File: config.mk
export PLATFORM = sky130hd
export DESIGN_NAME = beep_pattern_sequencer_core
export DESIGN_NICKNAME = d
export VERILOG_FILES = /design/src/rtl/bps_pkg.sv /design/src/rtl/bps_tone.sv /design/src/rtl/beep_pattern_sequencer_core.sv
export SDC_FILE = /design/constraint.sdc
export NUM_CORES = 1
export LEC_CHECK = 0
export ABC_AREA = 1
export BUFFER_PORTS_ARGS = -buffer_cell sky130_fd_sc_hd__buf_2
export CAP_MARGIN = 20
export CORE_ASPECT_RATIO = 0.75
export CORE_MARGIN = 3
export CORE_UTILIZATION = 56
export CTS_BUF_LIST = sky130_fd_sc_hd__clkbuf_8
export CTS_CLUSTER_DIAMETER = 60
export DETAILED_ROUTE_END_ITERATION = 6
export GPL_TIMING_DRIVEN = 0
export PLACE_DENSITY_LB_ADDON = 0.2
export SETUP_SLACK_MARGIN = 0.4
export SLEW_MARGIN = 20
export SYNTH_ARGS = -nofsm -noshare
export SYNTH_HDL_FRONTEND = slang
export SYNTH_SLANG_ARGS = --single-unit
File: constraint.sdc
create_clock -name clk_i -period 4.34 [get_ports clk_i]
set_input_delay 0.868 -clock clk_i [delete_from_list [all_inputs] [get_ports clk_i]]
set_output_delay 0.868 -clock clk_i [all_outputs]
set_load 0.005 [all_outputs]
File: src/rtl/bps_pkg.sv
// ----------------------------------------------------------------------------
// Beep pattern sequencer package
// Shared types, register indexes, reset values and field widths.
// ----------------------------------------------------------------------------
package bps_pkg;

  localparam int unsigned IntervalW = 10;
  localparam int unsigned CountW    = 8;
  localparam int unsigned MsW       = 16;
  localparam int unsigned HalfW     = 2;
  localparam int unsigned CfgIdxW   = 3;
  localparam int unsigned CfgDataW  = 16;
  localparam int unsigned InDataW   = 24;
  localparam int unsigned OutDataW  = 8;

  localparam logic [IntervalW-1:0] SlowIntervalRst = IntervalW'(500);
  localparam logic [IntervalW-1:0] FastIntervalRst = IntervalW'(250);
  localparam logic [CountW-1:0]    SlowTotalRst    = CountW'(105);
  localparam logic [CountW-1:0]    FastTotalRst    = CountW'(30);
  localparam logic [MsW-1:0]       SeqBeepMsRst    = MsW'(100);

  localparam logic [HalfW-1:0] HalfHigh = HalfW'(1);
  localparam logic [HalfW-1:0] HalfLow  = HalfW'(2);

  typedef enum logic [CfgIdxW-1:0] {
    CFG_SLOW_INTERVAL = 3'd0,
    CFG_FAST_INTERVAL = 3'd1,
    CFG_SLOW_TOTAL    = 3'd2,
    CFG_FAST_TOTAL    = 3'd3,
    CFG_SEQ_BEEP_MS   = 3'd4
  } cfg_idx_e;

  typedef enum logic [1:0] {
    PHASE_IDLE = 2'd0,
    PHASE_SLOW = 2'd1,
    PHASE_FAST = 2'd2
  } phase_e;

  // Control from the top level into the tone generator for one tick.
  typedef struct packed {
    logic           step;
    logic           direct_req;
    logic           direct_low_pitch;
    logic [MsW-1:0] direct_ms;
    logic           seq_beep;
    logic [MsW-1:0] seq_ms;
  } tone_ctrl_t;

  // Tone state after the tick being processed.
  typedef struct packed {
    logic busy;
    logic speaker;
  } tone_stat_t;

  // Ticks a tone lasts: (ms + 1) / 2.
  function automatic logic [MsW-1:0] ms_to_ticks(input logic [MsW-1:0] ms);
    logic [MsW:0] sum;
    sum = {1'b0, ms} + (MsW+1)'(1);
    return sum[MsW:1];
  endfunction

endpackage

File: src/rtl/bps_tone.sv
// ----------------------------------------------------------------------------
// Beep pattern tone generator
// Holds the tone timer and toggles the speaker at the selected half period.
// ----------------------------------------------------------------------------
module bps_tone (
  input  logic                clk_i,
  input  logic                rst_ni,
  input  bps_pkg::tone_ctrl_t ctrl_i,
  output bps_pkg::tone_stat_t stat_o
);

  logic                          on_q, on_d;
  logic                          spk_q, spk_d;
  logic [bps_pkg::MsW-1:0]       elapsed_q, elapsed_d;
  logic [bps_pkg::MsW-1:0]       last_q, last_d;
  logic [bps_pkg::HalfW-1:0]     half_q, half_d;
  logic [bps_pkg::MsW-1:0]       len_q, len_d;

  always_comb begin
    logic [bps_pkg::MsW-1:0] since;
    on_d      = on_q;
    spk_d     = spk_q;
    elapsed_d = elapsed_q;
    last_d    = last_q;
    half_d    = half_q;
    len_d     = len_q;

    // A direct request starts a tone only when none is sounding.
    if (ctrl_i.direct_req && !on_d) begin
      on_d      = 1'b1;
      spk_d     = 1'b0;
      len_d     = bps_pkg::ms_to_ticks(ctrl_i.direct_ms);
      half_d    = ctrl_i.direct_low_pitch ? bps_pkg::HalfLow : bps_pkg::HalfHigh;
      elapsed_d = '0;
    end

    if (elapsed_d != '1) begin
      elapsed_d = elapsed_d + bps_pkg::MsW'(1);
    end

    since = elapsed_d - last_d;
    if (!on_d) begin
      spk_d = 1'b0;
    end else begin
      if (since >= {{(bps_pkg::MsW-bps_pkg::HalfW){1'b0}}, half_d}) begin
        spk_d  = ~spk_d;
        last_d = elapsed_d;
      end
      if (elapsed_d >= len_d) begin
        on_d   = 1'b0;
        spk_d  = 1'b0;
        last_d = '0;
      end
    end

    // Sequencer beeps are low pitch and are dropped while a tone sounds.
    if (ctrl_i.seq_beep && !on_d) begin
      on_d      = 1'b1;
      spk_d     = 1'b0;
      len_d     = bps_pkg::ms_to_ticks(ctrl_i.seq_ms);
      half_d    = bps_pkg::HalfLow;
      elapsed_d = '0;
    end
  end

  always_ff @(posedge clk_i or negedge rst_ni) begin
    if (!rst_ni) begin
      on_q      <= 1'b0;
      spk_q     <= 1'b0;
      elapsed_q <= '0;
      last_q    <= '0;
      half_q    <= '0;
      len_q     <= '0;
    end else if (ctrl_i.step) begin
      on_q      <= on_d;
      spk_q     <= spk_d;
      elapsed_q <= elapsed_d;
      last_q    <= last_d;
      half_q    <= half_d;
      len_q     <= len_d;
    end
  end

  assign stat_o.busy    = on_d;
  assign stat_o.speaker = spk_d;

endmodule

File: src/rtl/beep_pattern_sequencer_core.sv
// ----------------------------------------------------------------------------
// Beep pattern sequencer core
// Speaker driver with direct beeps and a slow/fast beep pattern sequencer.
// ----------------------------------------------------------------------------
// Path: a tick transaction is captured in the input register, and its result is
// registered in the result register before it leaves on the output stream.
// Throughput: one tick per cycle unless the output stalls; the whole tick update
// fits between the input and result registers; pattern state updates each tick.
// Reset: rst_ni clears all control state and loads the default register values.
module beep_pattern_sequencer_core (
  input  logic                             clk_i,
  input  logic                             rst_ni,
  // Configuration write channel.
  input  logic                             cfg_valid_i,
  output logic                             cfg_ready_o,
  input  logic [bps_pkg::CfgIdxW-1:0]      cfg_index_i,
  input  logic [bps_pkg::CfgDataW-1:0]     cfg_data_i,
  // Tick input stream.
  input  logic                             s_axis_tvalid_i,
  output logic                             s_axis_tready_o,
  // tdata: [0] start_pulse, [1] stop_pulse, [2] beep_request,
  //        [3] beep_low_pitch, [19:4] beep_length_ms, [23:20] zero
  input  logic [bps_pkg::InDataW-1:0]      s_axis_tdata_i,
  // Result output stream.
  output logic                             m_axis_tvalid_o,
  input  logic                             m_axis_tready_i,
  // tdata: [0] speaker_level, [2:1] sequence_phase, [3] tone_busy, [7:4] zero
  output logic [bps_pkg::OutDataW-1:0]     m_axis_tdata_o
);

  // --------------------------------------------------------------------------
  // Configuration registers. Writes are taken in every cycle; the user writes
  // them only while no tick is in flight.
  // --------------------------------------------------------------------------
  logic [bps_pkg::IntervalW-1:0] slow_interval_q, fast_interval_q;
  logic [bps_pkg::CountW-1:0]    slow_total_q, fast_total_q;
  logic [bps_pkg::MsW-1:0]       seq_ms_q;

  assign cfg_ready_o = 1'b1;

  always_ff @(posedge clk_i or negedge rst_ni) begin
    if (!rst_ni) begin
      slow_interval_q <= bps_pkg::SlowIntervalRst;
      fast_interval_q <= bps_pkg::FastIntervalRst;
      slow_total_q    <= bps_pkg::SlowTotalRst;
      fast_total_q    <= bps_pkg::FastTotalRst;
      seq_ms_q        <= bps_pkg::SeqBeepMsRst;
    end else if (cfg_valid_i) begin
      case (bps_pkg::cfg_idx_e'(cfg_index_i))
        bps_pkg::CFG_SLOW_INTERVAL: slow_interval_q <= cfg_data_i[bps_pkg::IntervalW-1:0];
        bps_pkg::CFG_FAST_INTERVAL: fast_interval_q <= cfg_data_i[bps_pkg::IntervalW-1:0];
        bps_pkg::CFG_SLOW_TOTAL:    slow_total_q    <= cfg_data_i[bps_pkg::CountW-1:0];
        bps_pkg::CFG_FAST_TOTAL:    fast_total_q    <= cfg_data_i[bps_pkg::CountW-1:0];
        bps_pkg::CFG_SEQ_BEEP_MS:   seq_ms_q        <= cfg_data_i[bps_pkg::MsW-1:0];
        default: ;
      endcase
    end
  end

  // --------------------------------------------------------------------------
  // Two-register pipeline. The input register takes a new transaction
  // whenever it is empty or drains in the same cycle. A waiting result holds
  // the tick behind it in the input register, and the input stalls only once
  // both registers are full.
  // --------------------------------------------------------------------------
  logic                          in_valid_q;
  logic [bps_pkg::InDataW-1:0]   in_data_q;
  logic                          out_valid_q;
  logic [bps_pkg::OutDataW-1:0]  out_data_q, out_data_d;
  logic                          advance;

  assign advance         = in_valid_q && (!out_valid_q || m_axis_tready_i);
  assign s_axis_tready_o = !in_valid_q || advance;

  always_ff @(posedge clk_i or negedge rst_ni) begin
    if (!rst_ni) begin
      in_valid_q <= 1'b0;
    end else if (s_axis_tready_o) begin
      in_valid_q <= s_axis_tvalid_i;
    end
  end

  always_ff @(posedge clk_i) begin
    if (s_axis_tvalid_i && s_axis_tready_o) begin
      in_data_q <= s_axis_tdata_i;
    end
  end

  always_ff @(posedge clk_i or negedge rst_ni) begin
    if (!rst_ni) begin
      out_valid_q <= 1'b0;
    end else if (advance) begin
      out_valid_q <= 1'b1;
    end else if (m_axis_tready_i) begin
      out_valid_q <= 1'b0;
    end
  end

  always_ff @(posedge clk_i) begin
    if (advance) begin
      out_data_q <= out_data_d;
    end
  end

  assign m_axis_tvalid_o = out_valid_q;
  assign m_axis_tdata_o  = out_data_q;

  // Unpack the captured tick.
  logic                    tick_start, tick_stop, tick_req, tick_low;
  logic [bps_pkg::MsW-1:0] tick_ms;

  assign tick_start = in_data_q[0];
  assign tick_stop  = in_data_q[1];
  assign tick_req   = in_data_q[2];
  assign tick_low   = in_data_q[3];
  assign tick_ms    = in_data_q[19:4];

  // --------------------------------------------------------------------------
  // Pattern sequencer. The start and stop pulses are sticky: a stop seen while
  // idle waits and ends the next run on its first tick. A phase ends after
  // its beep total; a total of zero ends it after the first beep.
  // --------------------------------------------------------------------------
  logic                          start_q, start_d;
  logic                          stop_q, stop_d;
  bps_pkg::phase_e               phase_q, phase_d;
  logic [bps_pkg::IntervalW-1:0] interval_q, interval_d;
  logic [bps_pkg::CountW-1:0]    count_q, count_d;
  logic                          seq_beep;

  always_comb begin
    logic [bps_pkg::IntervalW-1:0] limit;
    logic [bps_pkg::CountW-1:0]    total;
    start_d    = start_q | tick_start;
    stop_d     = stop_q | tick_stop;
    phase_d    = phase_q;
    count_d    = count_q;
    seq_beep   = 1'b0;
    interval_d = (interval_q != '1) ? interval_q + bps_pkg::IntervalW'(1) : interval_q;
    limit      = (phase_q == bps_pkg::PHASE_FAST) ? fast_interval_q : slow_interval_q;
    total      = (phase_q == bps_pkg::PHASE_FAST) ? fast_total_q : slow_total_q;

    case (phase_q)
      bps_pkg::PHASE_IDLE: begin
        if (start_d) begin
          phase_d    = bps_pkg::PHASE_SLOW;
          interval_d = '0;
          count_d    = '0;
        end
      end
      bps_pkg::PHASE_SLOW, bps_pkg::PHASE_FAST: begin
        if (stop_d) begin
          phase_d = bps_pkg::PHASE_IDLE;
          start_d = 1'b0;
          stop_d  = 1'b0;
          count_d = '0;
        end else if (interval_d >= limit) begin
          seq_beep   = 1'b1;
          interval_d = '0;
          count_d    = count_q + bps_pkg::CountW'(1);
          if (count_d >= total) begin
            count_d = '0;
            if (phase_q == bps_pkg::PHASE_FAST) begin
              // Only the start latch is cleared at the natural end.
              phase_d = bps_pkg::PHASE_IDLE;
              start_d = 1'b0;
            end else begin
              phase_d = bps_pkg::PHASE_FAST;
            end
          end
        end
      end
      default: ;
    endcase
  end

  always_ff @(posedge clk_i or negedge rst_ni) begin
    if (!rst_ni) begin
      start_q    <= 1'b0;
      stop_q     <= 1'b0;
      phase_q    <= bps_pkg::PHASE_IDLE;
      interval_q <= '0;
      count_q    <= '0;
    end else if (advance) begin
      start_q    <= start_d;
      stop_q     <= stop_d;
      phase_q    <= phase_d;
      interval_q <= interval_d;
      count_q    <= count_d;
    end
  end

  // --------------------------------------------------------------------------
  // Tone generator. It sees the direct request first and the sequencer beep
  // last, after its own timer has run for this tick.
  // --------------------------------------------------------------------------
  bps_pkg::tone_ctrl_t tone_ctrl;
  bps_pkg::tone_stat_t tone_stat;

  assign tone_ctrl.step             = advance;
  assign tone_ctrl.direct_req       = tick_req;
  assign tone_ctrl.direct_low_pitch = tick_low;
  assign tone_ctrl.direct_ms        = tick_ms;
  assign tone_ctrl.seq_beep         = seq_beep;
  assign tone_ctrl.seq_ms           = seq_ms_q;

  bps_tone u_tone (
    .clk_i  (clk_i),
    .rst_ni (rst_ni),
    .ctrl_i (tone_ctrl),
    .stat_o (tone_stat)
  );

  assign out_data_d = {4'b0000, tone_stat.busy, phase_d, tone_stat.speaker};

  // --------------------------------------------------------------------------
  // Assertions
  // --------------------------------------------------------------------------
  // A silent tone generator never drives the speaker high.
  assert property (@(posedge clk_i) disable iff (!rst_ni)
    (m_axis_tvalid_o && !m_axis_tdata_o[3]) |-> !m_axis_tdata_o[0])
    else $error("speaker high while no tone is busy");

  // Every return to idle clears the start latch.
  assert property (@(posedge clk_i) disable iff (!rst_ni)
    (phase_q != bps_pkg::PHASE_IDLE) ##1 (phase_q == bps_pkg::PHASE_IDLE) |-> !start_q)
    else $error("start latch left set after a run ended");

  // A new run begins with a cleared interval timer and beep count.
  assert property (@(posedge clk_i) disable iff (!rst_ni)
    ($past(phase_q) == bps_pkg::PHASE_IDLE && phase_q == bps_pkg::PHASE_SLOW)
      |-> (interval_q == '0 && count_q == '0))
    else $error("run started with stale timer or count");

endmodule
# Word-level counts from Yosys, hierarchy flattened
# Cells that the tools add are included.
# Widths: inputs -> output; s select.
dict set report classes {
  n_addsub 6
  eq_ne 10
  order_cmp 4
  reduce_logical 23
  bitwise_logic 3
  muxes 48
}
# op n
set ops {}
lappend ops {{$mux 16} 7}
lappend ops {{$mux 10} 5}
lappend ops {{$mux 8} 5}
lappend ops {{$add 16x1->17 const B} 2}
lappend ops {{$mux 1} 20}
lappend ops {{$pmux 10 s2} 1}
lappend ops {{$add 16x1->16 const B} 1}
lappend ops {{$ge 16x16->1} 1}
lappend ops {{$ge 16x2->1} 1}
lappend ops {{$mux 2} 8}
lappend ops {{$ne 16x16->1 const B} 1}
lappend ops {{$pmux 8 s2} 1}
lappend ops {{$sub 16x16->16} 1}
lappend ops {{$add 10x1->10 const B} 1}
lappend ops {{$ge 10x10->1} 1}
lappend ops {{$ne 10x10->1 const B} 1}
lappend ops {{$reduce_and 2->1} 5}
lappend ops {{$add 8x1->8 const B} 1}
lappend ops {{$ge 8x8->1} 1}
lappend ops {{$eq 3x2->1 const B} 2}
lappend ops {{$reduce_bool 2->1} 3}
lappend ops {{$logic_and 1x1->1} 4}
lappend ops {{$logic_not 1->1} 4}
lappend ops {{$pmux 2 s2} 1}
lappend ops {{other kinds (14)} 16}
dict set report word_totals {
  input_bits 48
  wordCells 114
  register_bits 152
}

# Depth between registers and ports, before layout
dict set report logic_depth {
  ltp_word 11
  mapped_depth 32
  ltp_nobuf 30
}

# By module
# From an unflattened synthesis, not the netlist that was laid out.
dict set report hier_totals {
  hier_cells 1213
  hier_area_um2 9703.1
}
# mod area_each_um2 seq_area_each_um2 n_inst cells_each
set modules_own_cells {}
lappend modules_own_cells {bps_tone 4936.0 1301.2 1 728}
lappend modules_own_cells {beep_pattern_sequencer_core 4767.1 2651.3 1 485}

# Worst setup path after synthesis
# Ideal clock, no wire load.
dict set report synth_path {
  path_type {register -> register}
  startpoint {register u_tone.on_q}
  endpoint {register u_tone.last_q[5] in the netlist's numbering}
  setup_slack_ps 340
  setup_time_ps 117
  arrival_ps 3883
  stages_incl_launch_ff 28
  synth_period_minus_slack_ps 4000
  path_cell_list {dfrtp_1 inv_2 nand2_4 buf_6 nand2_1 inv_1 ha_1 nand4_1 inv_1 nand4_2 xor2_1 inv_1 ha_1 fa_1 inv_1 ha_1 a21boi_0 nor2_1 nand3_1 nor2_1 nand4_1 nor2_1 nand3_1 inv_1 nand3_4 buf_2 nand4_1 nand2_1}
}
dict set report synth_between {
  elab_chain_len 9
  word_cells_on_any_way 16
  cone_classes {2 x add/sub; 2 x order compare; 1 x eq/ne; 7 x mux; 4 x reduce/logical}
}
# item line_no
set synth_lines {}
lappend synth_lines {{start, declared} bps_tone.sv:12} ;# logic on_q, on_d;
lappend synth_lines {{start signal, assigned} bps_tone.sv:75} ;# on_q <= on_d;
lappend synth_lines {{$logic_not 1->1} bps_tone.sv:29} ;# if (ctrl_i.direct_req && !on_d) begin
lappend synth_lines {{$logic_and 1x1->1} bps_tone.sv:29}
lappend synth_lines {{$mux 16} bps_tone.sv:29}
lappend synth_lines {{$add 16x1->16 or $ne 16x16->1 (tied branches)} {bps_tone.sv:38, bps_tone.sv:37}}
lappend synth_lines {{$mux 16} bps_tone.sv:37} ;# if (elapsed_d != '1) begin
lappend synth_lines {{$sub 16x16->16} bps_tone.sv:41} ;# since = elapsed_d - last_d;
lappend synth_lines {{$ge 16x2->1} bps_tone.sv:45} ;# if (since >= {{(bps_pkg::MsW-bps_pkg::HalfW){1'b0}}, half_d}) begin
lappend synth_lines {{$reduce_bool 2->1 (no line)} -}
lappend synth_lines {{$reduce_and 3->1 (no line)} -}
lappend synth_lines {{end signal, assigned} bps_tone.sv:78} ;# last_q <= last_d;
lappend synth_lines {{end, declared} bps_tone.sv:15} ;# logic [bps_pkg::MsW-1:0] last_q, last_d;
# Several ways; a longest one is shown, not always the timed one. The select of a mux whose other input is x is not followed.
# A chain may end at the register's enable or synchronous reset.

# Final worst setup path
dict set report layout_path {
  startpoint {register in_data_q[2] in the netlist's numbering}
  endpoint {register u_tone.last_q[0] in the netlist's numbering}
}
dict set report layout_between {
  elab_chain_len 8
  word_cells_on_any_way 15
  cone_classes {2 x add/sub; 2 x order compare; 1 x eq/ne; 7 x mux; 3 x reduce/logical}
}
# item line_no
set layout_lines {}
lappend layout_lines {{start, declared} beep_pattern_sequencer_core.sv:67} ;# logic [bps_pkg::InDataW-1:0] in_data_q;
lappend layout_lines {{start signal, assigned} beep_pattern_sequencer_core.sv:85} ;# in_data_q <= s_axis_tdata_i;
lappend layout_lines {{$logic_and 1x1->1 *} bps_tone.sv:29}
lappend layout_lines {{$mux 16} bps_tone.sv:29}
lappend layout_lines {{$add 16x1->16 or $ne 16x16->1 (tied branches)} {bps_tone.sv:38, bps_tone.sv:37}}
lappend layout_lines {{$mux 16} bps_tone.sv:37}
lappend layout_lines {{$sub 16x16->16} bps_tone.sv:41}
lappend layout_lines {{$ge 16x2->1} bps_tone.sv:45}
lappend layout_lines {{$reduce_bool 2->1 (no line)} -}
lappend layout_lines {{$reduce_and 3->1 (no line)} -}
# Every way passes the cells marked *; elsewhere a longest branch is shown, timed or not. The select of a mux whose other input is x is not followed.

==> results.yml <==
setup_path:
  endpoint_kind: "register"
  critPathMostFrequentCell: "inv_2"
  cp-startpoint: "in_data_q[2]"
  regToRegStartpoint: "in_data_q[2]"
  timing_worst_setup_path_type: "register to register"
  worstPathRequired_ps: 4750
  crit_fanout: 4
  cp.arrival_ps: 4780
  r2r_slack_ps: -30
  slowest_delay_ps: 490
  cp_slowest_cell: "edfxtp_1"
  cp-start-kind: "register"
global_routing:
  grt_max_degree: 98
  grt-ovfl-total: 0
  antenna_found_initial: 0
  grt_pass1_wl_um: 41900
  grt_pass1_vias: 8024
  track_usage_pct: 28.4
sta:
  slew_headroom_pct: 35.4
  fmax_mhz: 229
  worstMarginPinSlew_ps: 968
  clock_skew_ps: 17.7
  holdWs_ps: 250
  fin_crit_ps: 4370
  hold_viol: 0
  setup_ws_ps: -25.6
  fin_crit_sh_pct: 101
  slew_viol_final: 0
  rsz0062_at_grt: "true"
  setup_violations: 8
clock_tree:
  clockBufferDepth: 2
  cts_tree: "yes"
  cts_buffers: 17
  cts.clk_slew.worst_paths_ps: 100
  insertion_delay_ps: 480
  ctsRootBufferMaster: "clkbuf_8"
  clkSinkCount: 152
  htreeDepth: 4
yosys:
  ys_seq_area_share_pct: 41.1
  synthArstFlopShare_pct: 84.2
  ys_types: 51
  avgSynthCellArea_um2: 8.01
  synth_area_um2: 9610
  synth_seq_cells: 152
  syn_inst: 1200
  yosysWarnings: 0
  synth_edf_count: 24
  synth_flop_cell: "dfrtp_1"
min_path:
  hp-class: "primary input to asynchronous set/reset pin"
power:
  power_density_nw_per_um2: 551
  p_leak_nw: 5.64
  ir_drop_v: 0.000265
  total_power_w: 0.00646
outcome:
  violations: "setup timing"
  status: "finished with violations"
drt:
  ant_nets: 0
  wl_um: 27700
  wire_per_inst_um: 17.9
  via_per_inst: 5.91
  drc_errors: 0
  first_pass_iters: 6
  drt_iter0_drc: 1048
  vias: 9107
floorplanning:
  io_pins: 59
  die_area_um2: 18800
  start_util_pct: 58.5
  die_h_um: 119
  row_count: 40
  die_x_um: 157
  core_area_um2: 16400
placed_design:
  gp_congestion: 0.910
  dp_cells: 1463
  portBuffers: 49
  place_hpwl_um: 18500
  place_area_um2: 10200
layout:
  num_antenna_cells: 0
  area_growth_pct: 22.1
  finish.utilization_pct: 71.5
  fin_nets: 1427
  layoutNonFillerInstCount: 1542
  fin_area_um2: 11700
  layout-drive-gt1-share_pct: 23.7
job:
  drv_cap: 0
cells by family (layout without fill, tap and decap cells):
family / Yosys count / after routing / synth area share, %
flip-flops: 152 / 152 / 41.1
other: 2 / 5 / 0.0781
AO/OA/AOI/OAI: 181 / 181 / 9.88
adder cells (fa/ha/maj): 60 / 60 / 7.89
multiplexers: 23 / 23 / 2.49
XOR/XNOR: 44 / 44 / 4.01
AND/OR/NAND/NOR: 568 / 569 / 27.3
buffers and inverters: 170 / 298 / 7.26
cell type report:
cell class,count,area (um^2)
flip-flops and latches,152,3950
well taps,210,263
multi-input cells,882,5540
fillers,1265,4680
clock buffers,17,234
inverters,130,502
plain buffers,40,269
repair buffers,96,776
clock inverters,15,204
registers in the layout, summed over array words and instances (netlist names), 10 cells and up:
register / flops
fast_interval_q: 10
in_data_q: 20
interval_q: 10
seq_ms_q: 16
slow_interval_q: 10
u_tone.elapsed_q: 16
u_tone.last_q: 16
u_tone.len_q: 16
power breakdown:
group	switching, W	internal [W]
Combinational	0.00209	0.00122
Sequential	0.000216	0.00178
Clock	0.000705	0.000451
critical path, delay by kind of cell, from the launching register on:
kind | cells | cell delay (ps)
flops | 1 | 490
xor+xnor | 1 | 260
fa+ha+maj | 4 | 1080
compound gates | 1 | 150
simple gates | 14 | 1580
buf+inv | 7 | 710
cell usage in the layout (no fill, tap or decap), drive strengths merged, types with 5 or more instances in the layout:
cell / count
nand2: 317
inv: 131
o21ai: 112
buf: 109
dfrtp: 105
nand3: 97
nor2: 79
ha: 59
a21oi: 51
clkbuf: 44
nand4: 40
xor2: 33
edfxtp: 24
dfstp: 23
mux2i: 16
nor3: 16
clkinv: 14
xnor2: 11
mux2: 7
nand3b: 7
o211ai: 5
conb: 5
or2: 5
nor4: 5
final timing paths:
check	end	depth (start not counted)
hold / removal	count_q[4]	1
max in group asynchronous	seq_ms_q[5]	2
min in group clk_i	u_tone.last_q[2]	2
hold reg to reg	u_tone.last_q[2]	2
setup / recovery	u_tone.last_q[0]	27
setup reg to reg	u_tone.last_q[0]	27
cell usage after synthesis, types with 3 or more instances:
cell,instances,share of area (%)
a21oi_1,51,2.7
a22oi_1,3,0.23
buf_1,4,0.16
buf_4,5,0.39
clkbuf_1,27,1.1
dfrtp_1,105,27
dfstp_2,23,6.3
edfxtp_1,24,7.5
ha_1,59,7.7
inv_1,127,5.0
mux2_2,7,0.82
mux2i_1,16,1.7
nand2_1,301,12
nand2_2,14,0.91
nand3_1,88,4.6
nand3_2,6,0.62
nand3_4,3,0.55
nand3b_1,7,0.55
nand4_1,37,2.4
nor2_1,72,2.8
nor2_2,3,0.20
nor2_4,4,0.47
nor3_1,15,0.78
nor4_1,5,0.33
o211ai_1,5,0.39
o21ai_0,111,5.8
or2_2,5,0.33
xnor2_1,11,1.0
xor2_1,33,3.0
layer usage:
metal  wire length, um  GRT usage (%)  vias to the layer above
met3              3210           8.43                       57
met2             11500           37.6                      519
met5                 0              0                        -
met1             12500           45.3                     4302
met4               425           5.91                        0
li1                  -              -                     4229
timing repair:
action | CTS | global route
resized for setup | 46 | 138
cloned | 1 | 4
setup buffers | 25 | 17
hold buffers | 0 | 0
setup endpoints to repair | 74 | 73
pin swaps | 15 | 26
through the flow:
stage                     setup TNS (ps)  setup slack (ps)
after global placement            -24780              -622
final                               -102             -25.6
after detailed placement          -25950              -647
after floorplan                        0               407
after CTS                              0               157
after global routing               -3460              -233
(Power assumes the default switching activity.)
